$ cat src/hw/rtl/orlc_pkg.sv
package orlc_pkg;

  // Index fields are sized for the largest supported row of cells
  localparam int IDX_W = 6;

  typedef enum logic [1:0] {
    REQ_LOOKUP = 2'd0,
    REQ_RECORD = 2'd1,
    REQ_INVAL  = 2'd2,
    REQ_CLEAR  = 2'd3
  } req_type_t;

  typedef enum logic [2:0] {
    WR_NONE,
    WR_AGE,
    WR_REG_AGE,
    WR_FILL,
    WR_INVAL,
    WR_CLEAR
  } wr_op_t;

  typedef enum logic {
    ST_IDLE,
    ST_SCAN
  } state_t;

  typedef struct packed {
    req_type_t          req_type;
    logic signed [31:0] frame_offset;
    logic [5:0]         reg_number;
  } in_word_t;

  typedef struct packed {
    logic       hit;
    logic [5:0] found_reg;
  } out_word_t;

  // Search word handed from cell to cell
  typedef struct packed {
    logic [31:0]      key;
    logic             hit;
    logic [IDX_W-1:0] hit_idx;
    logic [5:0]       hit_reg;
    logic             free_found;
    logic [IDX_W-1:0] free_idx;
    logic [31:0]      min_age;
    logic [IDX_W-1:0] min_idx;
  } scan_t;

  // Update broadcast to every cell
  typedef struct packed {
    wr_op_t           op;
    logic [IDX_W-1:0] idx;
    logic [31:0]      offset;
    logic [5:0]       reg_number;
    logic [31:0]      age;
  } wr_t;

endpackage

$ cat src/hw/rtl/orlc_cell.sv
module orlc_cell #(
  parameter int CELL_IDX = 0,
  parameter int REG_BITS = 6
) (
  input  logic            clk,
  input  logic            rst_n,
  input  orlc_pkg::scan_t scan_i,
  input  orlc_pkg::wr_t   wr_i,
  output orlc_pkg::scan_t scan_o
);

  logic                valid_r;
  logic [31:0]         offset_r;
  logic [REG_BITS-1:0] reg_r;
  logic [31:0]         age_r;
  orlc_pkg::scan_t     scan_r;
  orlc_pkg::scan_t     scan_nxt;
  logic                sel;
  logic [REG_BITS-1:0] reg_in;

  localparam logic [orlc_pkg::IDX_W-1:0] MY_IDX = orlc_pkg::IDX_W'(CELL_IDX);

  assign sel    = (wr_i.idx == MY_IDX);
  assign reg_in = REG_BITS'(wr_i.reg_number);

  always_comb begin
    scan_nxt = scan_i;
    // first valid match wins
    if (valid_r && !scan_i.hit && (offset_r == scan_i.key)) begin
      scan_nxt.hit     = 1'b1;
      scan_nxt.hit_idx = MY_IDX;
      scan_nxt.hit_reg = 6'(reg_r);
    end
    if (!valid_r && !scan_i.free_found) begin
      scan_nxt.free_found = 1'b1;
      scan_nxt.free_idx   = MY_IDX;
    end
    // strict compare keeps the first entry on ties
    if (valid_r && (age_r < scan_i.min_age)) begin
      scan_nxt.min_age = age_r;
      scan_nxt.min_idx = MY_IDX;
    end
  end

  always_ff @(posedge clk) begin
    scan_r <= scan_nxt;
  end

  assign scan_o = scan_r;

  always_ff @(posedge clk) begin
    if (!rst_n) begin
      valid_r <= 1'b0;
    end else begin
      unique case (wr_i.op)
        orlc_pkg::WR_FILL: begin
          if (sel) valid_r <= 1'b1;
        end
        orlc_pkg::WR_INVAL: begin
          if (valid_r && (reg_r == reg_in)) valid_r <= 1'b0;
        end
        orlc_pkg::WR_CLEAR: valid_r <= 1'b0;
        default: ;
      endcase
    end
  end

  always_ff @(posedge clk) begin
    unique case (wr_i.op)
      orlc_pkg::WR_AGE: begin
        if (sel) age_r <= wr_i.age;
      end
      orlc_pkg::WR_REG_AGE: begin
        if (sel) begin
          reg_r <= reg_in;
          age_r <= wr_i.age;
        end
      end
      orlc_pkg::WR_FILL: begin
        if (sel) begin
          offset_r <= wr_i.offset;
          reg_r    <= reg_in;
          age_r    <= wr_i.age;
        end
      end
      default: ;
    endcase
  end

endmodule

$ cat src/hw/rtl/offset_register_lru_cache_top.sv
// Offset-to-register LRU cache built as a row of ENTRIES cells.
// Lookup/record while enabled: the search word steps one cell per cycle down the
// row of registered cells; busy stays high until the scan is done, then out_valid is registered.
// Invalidate, clear and disabled requests: result in the cycle after start, busy stays low.
// Synchronous active-low reset clears valid bits, counter and enable; no
// clearing pass. Results are strobed for one cycle; the receiver cannot stall.
module offset_register_lru_cache_top #(
  parameter int ENTRIES  = 8,
  parameter int REG_BITS = 6
) (
  input  logic                clk,
  input  logic                rst_n,
  input  logic                start,
  output logic                busy,
  input  orlc_pkg::in_word_t  in_word,
  output logic                out_valid,
  output orlc_pkg::out_word_t out_word,
  input  logic                cfg_valid,
  output logic                cfg_ready,
  input  logic                cfg_data
);

  localparam int CNT_W = $clog2(ENTRIES + 1);

  orlc_pkg::state_t    state_r, state_nxt;
  logic [CNT_W-1:0]    cnt_r, cnt_nxt;
  orlc_pkg::in_word_t  req_r;
  logic                enable_r;
  logic [31:0]         counter_r, counter_nxt;
  logic                out_valid_r, out_valid_nxt;
  orlc_pkg::out_word_t out_word_r, out_word_nxt;
  orlc_pkg::wr_t       wr;
  orlc_pkg::scan_t     chain [ENTRIES+1];
  orlc_pkg::scan_t     tail;
  logic                accept;
  logic                scan_done;

  assign busy      = (state_r != orlc_pkg::ST_IDLE);
  assign accept    = start && !busy;
  assign cfg_ready = 1'b1;
  assign out_valid = out_valid_r;
  assign out_word  = out_word_r;

  // seed the search word from the held request
  always_comb begin
    chain[0].key        = 32'(req_r.frame_offset);
    chain[0].hit        = 1'b0;
    chain[0].hit_idx    = '0;
    chain[0].hit_reg    = '0;
    chain[0].free_found = 1'b0;
    chain[0].free_idx   = '0;
    chain[0].min_age    = '1;
    chain[0].min_idx    = '0;
  end

  for (genvar gi = 0; gi < ENTRIES; gi++) begin : g_cell
    orlc_cell #(
      .CELL_IDX (gi),
      .REG_BITS (REG_BITS)
    ) u_cell (
      .clk    (clk),
      .rst_n  (rst_n),
      .scan_i (chain[gi]),
      .wr_i   (wr),
      .scan_o (chain[gi+1])
    );
  end

  assign tail      = chain[ENTRIES];
  assign scan_done = (state_r == orlc_pkg::ST_SCAN) && (cnt_r == CNT_W'(ENTRIES));

  always_comb begin
    state_nxt      = state_r;
    cnt_nxt        = cnt_r;
    counter_nxt    = counter_r;
    out_valid_nxt  = 1'b0;
    out_word_nxt   = out_word_r;
    wr.op          = orlc_pkg::WR_NONE;
    wr.idx         = '0;
    wr.offset      = 32'(req_r.frame_offset);
    wr.reg_number  = req_r.reg_number;
    wr.age         = counter_r;

    unique case (state_r)
      orlc_pkg::ST_IDLE: begin
        if (accept) begin
          out_word_nxt = '0;
          case (in_word.req_type) inside
            orlc_pkg::REQ_LOOKUP, orlc_pkg::REQ_RECORD: begin
              if (enable_r) begin
                counter_nxt = counter_r + 32'd1;
                cnt_nxt     = '0;
                state_nxt   = orlc_pkg::ST_SCAN;
              end else begin
                out_valid_nxt = 1'b1;
              end
            end
            orlc_pkg::REQ_INVAL: begin
              wr.op         = orlc_pkg::WR_INVAL;
              wr.reg_number = in_word.reg_number;
              out_valid_nxt = 1'b1;
            end
            default: begin
              wr.op         = orlc_pkg::WR_CLEAR;
              out_valid_nxt = 1'b1;
            end
          endcase
        end
      end
      orlc_pkg::ST_SCAN: begin
        if (scan_done) begin
          state_nxt     = orlc_pkg::ST_IDLE;
          out_valid_nxt = 1'b1;
          if (req_r.req_type == orlc_pkg::REQ_LOOKUP) begin
            if (tail.hit) begin
              out_word_nxt.hit       = 1'b1;
              out_word_nxt.found_reg = tail.hit_reg;
              wr.op                  = orlc_pkg::WR_AGE;
              wr.idx                 = tail.hit_idx;
            end
          end else if (tail.hit) begin
            wr.op  = orlc_pkg::WR_REG_AGE;
            wr.idx = tail.hit_idx;
          end else begin
            wr.op  = orlc_pkg::WR_FILL;
            wr.idx = tail.free_found ? tail.free_idx : tail.min_idx;
          end
        end else begin
          cnt_nxt = cnt_r + CNT_W'(1);
        end
      end
      default: state_nxt = orlc_pkg::ST_IDLE;
    endcase
  end

  always_ff @(posedge clk) begin
    if (!rst_n) begin
      state_r     <= orlc_pkg::ST_IDLE;
      cnt_r       <= '0;
      enable_r    <= 1'b0;
      counter_r   <= '0;
      out_valid_r <= 1'b0;
    end else begin
      state_r     <= state_nxt;
      cnt_r       <= cnt_nxt;
      counter_r   <= counter_nxt;
      out_valid_r <= out_valid_nxt;
      if (cfg_valid && cfg_ready) enable_r <= cfg_data;
    end
  end

  // hold the request and result word
  always_ff @(posedge clk) begin
    if (accept) req_r <= in_word;
    out_word_r <= out_word_nxt;
  end

  a_out_has_cause: assert property (@(posedge clk) disable iff (!rst_n)
    out_valid_r |-> $past(rst_n && (accept || scan_done)))
    else $error("result strobe without an accepted word or finished scan");

  a_counter_on_enabled: assert property (@(posedge clk) disable iff (!rst_n)
    ($past(rst_n) && (counter_r != $past(counter_r))) |-> $past(accept && enable_r))
    else $error("access counter moved without an enabled request");

  a_scan_bounded: assert property (@(posedge clk) disable iff (!rst_n)
    (state_r == orlc_pkg::ST_SCAN) |-> (cnt_r <= CNT_W'(ENTRIES)))
    else $error("scan counter ran past the row of cells");

  a_hit_from_scan: assert property (@(posedge clk) disable iff (!rst_n)
    (out_valid_r && out_word_r.hit) |-> $past(scan_done))
    else $error("hit reported without a completed scan");

endmodule

$ cat config.mk
export PLATFORM = sky130hd
export DESIGN_NAME = offset_register_lru_cache_top
export DESIGN_NICKNAME = d
export VERILOG_FILES = /design/src/hw/rtl/orlc_pkg.sv /design/src/hw/rtl/orlc_cell.sv /design/src/hw/rtl/offset_register_lru_cache_top.sv
export SDC_FILE = /design/constraint.sdc
export NUM_CORES = 2
export LEC_CHECK = 0
export ABC_AREA = 1
export BUFFER_PORTS_ARGS = -buffer_cell sky130_fd_sc_hd__buf_4
export CORE_AREA = 2 2 431 433
export CTS_CLUSTER_DIAMETER = 120
export CTS_CLUSTER_SIZE = 28
export DETAILED_ROUTE_END_ITERATION = 10
export DIE_AREA = 0 0 433 435
export GPL_TIMING_DRIVEN = 0
export MAX_ROUTING_LAYER = met4
export PLACE_DENSITY = 0.43
export SKIP_LAST_GASP = 1
export SLEW_MARGIN = 15
export SYNTH_ARGS = -nofsm -noshare
export SYNTH_HDL_FRONTEND = slang
export SYNTH_SLANG_ARGS = --single-unit
$ cat constraint.sdc
create_clock -name clk -period 14.15 [get_ports clk]
set_input_delay 0.7075 -clock clk [delete_from_list [all_inputs] [get_ports clk]]
set_output_delay 0.7075 -clock clk [all_outputs]
set_load 0.02 [all_outputs]
-- Yosys cells after proc, flatten, opt, wreduce, memory -nomap -nowiden
Index checks and enable logic that the tools add are counted.
- bits of input ports: 45
- logic and storage cells: 345
- output and inout bits: 10
- bits in registers: 1304
- order comparisons: 8
- $add $sub $neg: 2
- bitwise gates (word level): 1
- equality and inequality tests: 54
- reductions and logical operators: 104
- muxes and demuxes: 73
- operators by type and width (operator ; count):
    32-bit == test ; 8
    38-bit 2-to-1 mux ; 6
    32-bit less-than comparator ; 7
    6-bit 2-to-1 mux ; 13
    7-bit 2-to-1 mux ; 7
    6-bit == test ; 8
    2-bit AND reduction ; 24
    1-bit logical AND ; 40
    2-bit by 1-bit != test with 1-bit output (second input constant) ; 20
    32-bit by 1-bit adder with 32-bit output (second input constant) ; 1
    32-bit less-than comparator (second input constant) ; 1
    1-bit 2-to-1 mux ; 25
    6-bit by 3-bit == test with 1-bit output (second input constant) ; 4
    1-bit case mux with 3 select lines ; 8
    3-bit AND reduction ; 8
    1-bit logical NOT ; 22
    9-bit 2-to-1 mux ; 2
    4-bit 2-to-1 mux ; 4
    7-bit case mux with 2 select lines ; 1
    13-bit 2-to-1 mux ; 1
    6-bit by 2-bit == test with 1-bit output (second input constant) ; 2
    4-bit AND reduction ; 3
    4-bit case mux with 2 select lines ; 1
    3-bit by 2-bit == test with 1-bit output (second input constant) ; 2
    other kinds (17) ; 24

-- Logic depth before layout (Yosys ltp)
- depth after elaboration: 9
- gate-level depth with buffers: 15
- gate-level depth less buffers: 14

-- Modules after synthesis
From an unflattened synthesis, not the netlist that was laid out.
- cells, all modules: 5090
- area total of the unflattened synthesis: 53565.1 sq um
- modules (own cells, without submodules) (module ; cells an instance ; seq. area each (sq um) ; area an instance (sq um) ; instances):
    orlc_cell (g_cell[5].u_cell ...) ; 582 ; 3923.8 ; 6263.5 ; 2
    orlc_cell (g_cell[1].u_cell ...) ; 583 ; 3923.8 ; 6154.7 ; 2
    orlc_cell (g_cell[3].u_cell) ; 581 ; 3923.8 ; 6259.8 ; 1
    orlc_cell (g_cell[0].u_cell) ; 584 ; 3923.8 ; 6224.7 ; 1
    orlc_cell (g_cell[4].u_cell) ; 573 ; 3923.8 ; 6207.2 ; 1
    orlc_cell (g_cell[7].u_cell) ; 590 ; 3923.8 ; 6142.1 ; 1
    offset_register_lru_cache_top ; 432 ; 2192.1 ; 3895.0 ; 1

-- Worst setup path after synthesis
No wires, ideal clock.
- path kind: flip-flop to flip-flop
- from: reg cnt_r[1]
- to: reg g_cell[5].u_cell.offset_r[0], enable pin
- data required time: 13.689 ns
- setup time: 0.461 ns
- arrival: 4.836 ns
- stages on the path, launching flop included: 10
- path slack: 8.853 ns
- buffers on the path: 0
- period minus slack after synthesis: 5.297 ns
- cell sequence: dfxtp_1 -> inv_1 -> ha_1 -> nand3_1 -> nor2_4 -> nand2_1 -> nand3_1 -> nor2_1 -> inv_1 -> nor3_1
- word-level cells in the longest chain between the ends: 6
- ends and longest elaborated chain (item ; line ; RTL):
    start, declared ; offset_register_lru_cache_top.sv:26 ; logic [CNT_W-1:0] cnt_r, cnt_nxt;
    start signal, assigned ; offset_register_lru_cache_top.sv:145 ; cnt_r <= cnt_nxt;
    4-bit == test (*) ; offset_register_lru_cache_top.sv:70 ; assign scan_done = (state_r == orlc_pkg::ST_SCAN) && (cnt_r == CNT_W'(ENTRIES));
    1-bit logical AND (*) ; offset_register_lru_cache_top.sv:70 ;
    9-bit 2-to-1 mux (*) ; offset_register_lru_cache_top.sv:111 ; if (scan_done) begin
    3-bit case mux with 2 select lines / 6-bit 2-to-1 mux (equally long branches) ; offset_register_lru_cache_top.sv:84 ; unique case (state_r)
    3-bit by 2-bit == test with 1-bit output / 6-bit by 3-bit == test with 1-bit output (equally long branches) ; orlc_cell.sv:69, orlc_cell.sv:23 ;
    2-bit AND reduction (no source line) (*) ; -- ;
    end signal, assigned ; orlc_cell.sv:81 ; offset_r <= wr_i.offset;
    end, declared ; orlc_cell.sv:13 ; logic [31:0] offset_r;
Mark *: on every way between the ends. The rest lies on a longest branch, timed or not.
A chain may end at the register's enable or synchronous reset.

-- Worst setup path after layout
- from: reg cnt_r[0]
- to: reg g_cell[5].u_cell.offset_r[10], enable pin
The elaborated chain is that of the path after synthesis.

==> out/summary.log <==
INFO  finish         final-instance-count-excl-fill=7,171
INFO  worst_setup_path timing.critical_path.fanout_max=14
INFO  global_routing grtUsageTotal=12.8%
INFO  synth          netlist_area=47,500squm
INFO  timing         grt_setup_unrepaired=false
INFO  finish         layout.cells.most_common=sky130_fd_sc_hd__nand2_1
INFO  timing         max_freq=0.297GHz
INFO  worst_setup_path required=14,590ps
INFO  power          combinationalPowerShare=2.1%
INFO  finish         syn_to_final_growth=11.4%
INFO  clock_network  cts_tree=built
INFO  floorplanning  coreArea=184,000squm
INFO  min_path       worst_min_delay_path_startpoint=in_word[27]
INFO  floorplanning  die_h=435um
INFO  floorplanning  design.portCount=55
INFO  synth          seq_total_area_yosys=64.0%
INFO  finish         finalNetCount=4,911
INFO  placement      hpwl_reported_at_the_end_of_detailed_placement=92.3mm
INFO  route          route.vias.total=29.3k
INFO  clock_network  cts.clk_slew.worst_paths=110ps
INFO  power          p_seq_share=66.4%
INFO  route          route.detailed.wl_per_inst=16.4um
INFO  worst_setup_path cell_with_the_largest_stage_delay_on_the_worst_path=sky130_fd_sc_hd__nor2_4
INFO  power          clock_power_share=31.5%
INFO  worst_setup_path worst_path_most_repeated_cell=sky130_fd_sc_hd__buf_4
INFO  timing         timing.final.crit_period=3360ps
INFO  clock_network  tritoncts.num_buffers=50
INFO  synth          synth.distinct_cells=57
INFO  placement      gp_congestion=0.849
INFO  worst_setup_path worst_setup_path_end_kind=register
INFO  route          drt_first_pass_iters=7
INFO  power          netSwitchingFraction=21.7%
INFO  timing         final.period_utilization=23.8%
INFO  min_path       hold_path_class=input port to register
INFO  synth          synthCells=4,527
INFO  job            cap_viol_max_count=0
INFO  global_routing grt_pass1_wl=178mm
INFO  synth          synthesis.nets=4,792
INFO  finish         layout.cells.most_common_list=sky130_fd_sc_hd__nand2_1 (1,128), sky130_fd_sc_hd__inv_1 (624), sky130_fd_sc_hd__dfxtp_1 (610), sky130_fd_sc_hd__edfxtp_1 (607), sky130_fd_sc_hd__nand4_1 (253)
INFO  finish         final_core_utilization=28.8%
INFO  power          cellInternalPower=4.47mW
INFO  route          vias_per_cell=4.09
INFO  global_routing grt_pass1_vias=29.7k
INFO  run_status     run_status=complete, no violations
INFO  global_routing grt_max_degree=50
INFO  worst_setup_path timing.critical_path.slowest_cell_delay=570ps
INFO  synth          synth_seq_cells=1,217
INFO  route          detail_route.iter0.violations=1,578
INFO  timing         slew_violations=0
INFO  worst_setup_path critical_path.reg2reg.startpoint=cnt_r[0]
INFO  route          drt.antenna.violating_nets=0
INFO  worst_setup_path crit_path_cell_trace=inv_1 > ha_1 > nand3_1 > nor2_4 > nand2_1 > nand3_1 > nor2_4 > inv_1 > nor3_2 > buf_4 > buf_4 > buf_4
INFO  floorplanning  die_area=188,000squm
INFO  synth          ys_warn_count=0
INFO  timing         layout_setup_ws=10,790ps
INFO  placement      placement.setup.worst_slack=10,660ps
INFO  global_routing grt-ovfl-total=0
INFO  global_routing antenna_found_initial=4
INFO  power          totalPowerFinal=5.71mW
INFO  power          power.net_switching=1.24mW
INFO  clock_network  clock_tree.htree_level_count=2
INFO  floorplanning  die_w=433um
INFO  clock_network  clk_path_buf_depth=3
INFO  worst_setup_path critPathLaunchType=register
INFO  power          p_leak=23.4nW
INFO  worst_setup_path critical_path_arrival=3800ps
INFO  worst_setup_path crit_type=register to register
INFO  clock_network  ctsHoldBuffers=0
INFO  clock_network  worst_skew_pair.late_latency=700ps
INFO  route          drc=0
INFO  timing         maxSlewHeadroom=29.3%
INFO  timing         timing_hold_violations_final=0
INFO  worst_setup_path first_element_of_the_critical_path=cnt_r[0]
INFO  worst_setup_path path_delay_family=simple AND/OR/NAND/NOR gates
INFO  clock_network  clkSinkCount=1,217
INFO  placement      count_of_placed_standard_cells_including_taps=7,074
INFO  floorplanning  row_count=158
INFO  power          ir_worst_vdd=0.0917mV
INFO  worst_setup_path number_of_buffers_and_inverters_on_the_critical_path=5
INFO  timing         setup_viol=0
INFO  clock_network  postCtsSetupRepairBufs=0
INFO  power          power_per_cell_area=108nW/um^2
INFO  timing         clock_skew=82.1ps
INFO  route          routed_wirelength=118mm
INFO  clock_network  ctsRootBufferMaster=sky130_fd_sc_hd__clkbuf_16
INFO  placement      buffer_ports.inserted=52
INFO  floorplanning  initial_core_util=25.8%
INFO  finish         post_route_cells_drive_above_1_share=6.49%
INFO  timing         tightestPinTransition=1050ps
INFO  timing         setup_tns=0ps
INFO  synth          postSynthAreaPerCell=10.5squm
INFO  clock_network  cts.repair.resized=0
-- through the flow --
step | cell area (sq um) | hold WS [ps]
after floorplan | 47500 | 331
after global placement | 51000 | 341
after detailed placement | 51400 | 344
after CTS | 53000 | 65.3
after global routing | 53000 | 78.6
final | 53000 | 146
-- metal layers --
metal	GRT usage, %	share of wire (%)	vias up
met3	1.21	2.5	157
met1	15.8	46	13600
met4	3.35	2.5	0
li1	-	-	15200
met5	-	0	-
met2	22.2	49	388
-- sequential cells by signal (all words and copies together) (netlist names), 4 cells and up --
name	flops
g_cell.u_cell.reg_r	48
g_cell.u_cell.age_r	256
out_word	7
g_cell.u_cell.scan_o	563
req_r	8
chain	32
g_cell.u_cell.valid_r	8
g_cell.u_cell.offset_r	256
cnt_r	4
counter_r	32
-- synthesized netlist by cell type (all sizes together) --
| library cell | n | area [sq um] |
|---|---|---|
| inv | 638 | 2400 |
| o221ai | 2 | 17.5 |
| xor2 | 47 | 412 |
| a221oi | 2 | 17.5 |
| nand3b | 6 | 45.0 |
| nand3 | 163 | 936 |
| o22ai | 34 | 213 |
| dfxtp | 610 | 12200 |
| nor3b | 2 | 15.0 |
| nor3 | 71 | 372 |
| buf | 57 | 355 |
| clkinv | 2 | 7.51 |
| a21oi | 143 | 761 |
| a211oi | 6 | 45.0 |
| xnor2 | 64 | 561 |
| nand2 | 1148 | 4380 |
| or2 | 37 | 231 |
| nor4 | 14 | 87.6 |
| nand4 | 257 | 1660 |
| nor2 | 229 | 935 |
| and3 | 2 | 12.5 |
| a211o | 1 | 8.76 |
| ha | 220 | 2750 |
| o2111ai | 4 | 35.0 |
| o211ai | 6 | 45.0 |
| o221a | 1 | 11.3 |
| a21boi | 5 | 37.5 |
| o21bai | 1 | 7.51 |
| a21o | 1 | 7.51 |
| a22o | 5 | 43.8 |
| clkbuf | 41 | 164 |
| o31a | 1 | 8.76 |
| edfxtp | 607 | 18200 |
| conb | 1 | 3.75 |
| o21ai | 90 | 450 |
| o21a | 9 | 67.6 |
-- power groups by stage --
stage	Combinational (mW)	Sequential (mW)	Clock, mW
after floorplan	0.0765	3.84	0
final	0.122	3.79	1.80
after detailed placement	0.124	3.87	0
after global routing	0.136	3.80	2.00
after CTS	0.125	3.79	1.89
after global placement	0.124	3.87	0
-- area by class of cell --
type / count / area [sq um]
fillers: 19100 / 131000
flip-flops and latches: 1217 / 30400
multi-input cells: 2572 / 14300
well taps: 2480 / 3100
inverters: 640 / 2400
clock buffers: 86 / 1390
repair buffers: 67 / 691
plain buffers: 98 / 519
clock inverters: 6 / 145
diodes: 5 / 12.5
-- worst paths after layout --
check,end,slack [ps],depth (start not counted)
setup / recovery,g_cell[5].u_cell.offset_r[10],10790,12
hold / removal,chain[799],150,1
setup reg to reg,g_cell[5].u_cell.offset_r[10],10790,12
hold reg to reg,g_cell[6].u_cell.scan_o[67],360,0
-- cell families after synthesis --
family                     share of synthesized area (%)
AOI/OAI and AO/OA                                   3.74
xor gates and xnor gates                            2.04
adders and majority gates                           5.79
buffers and inverters                               6.15
DFF                                                 64.0
other                                            0.00789
and+or+nand+nor                                     18.2
No activity file was read; power rests on OpenSTA's default activity.
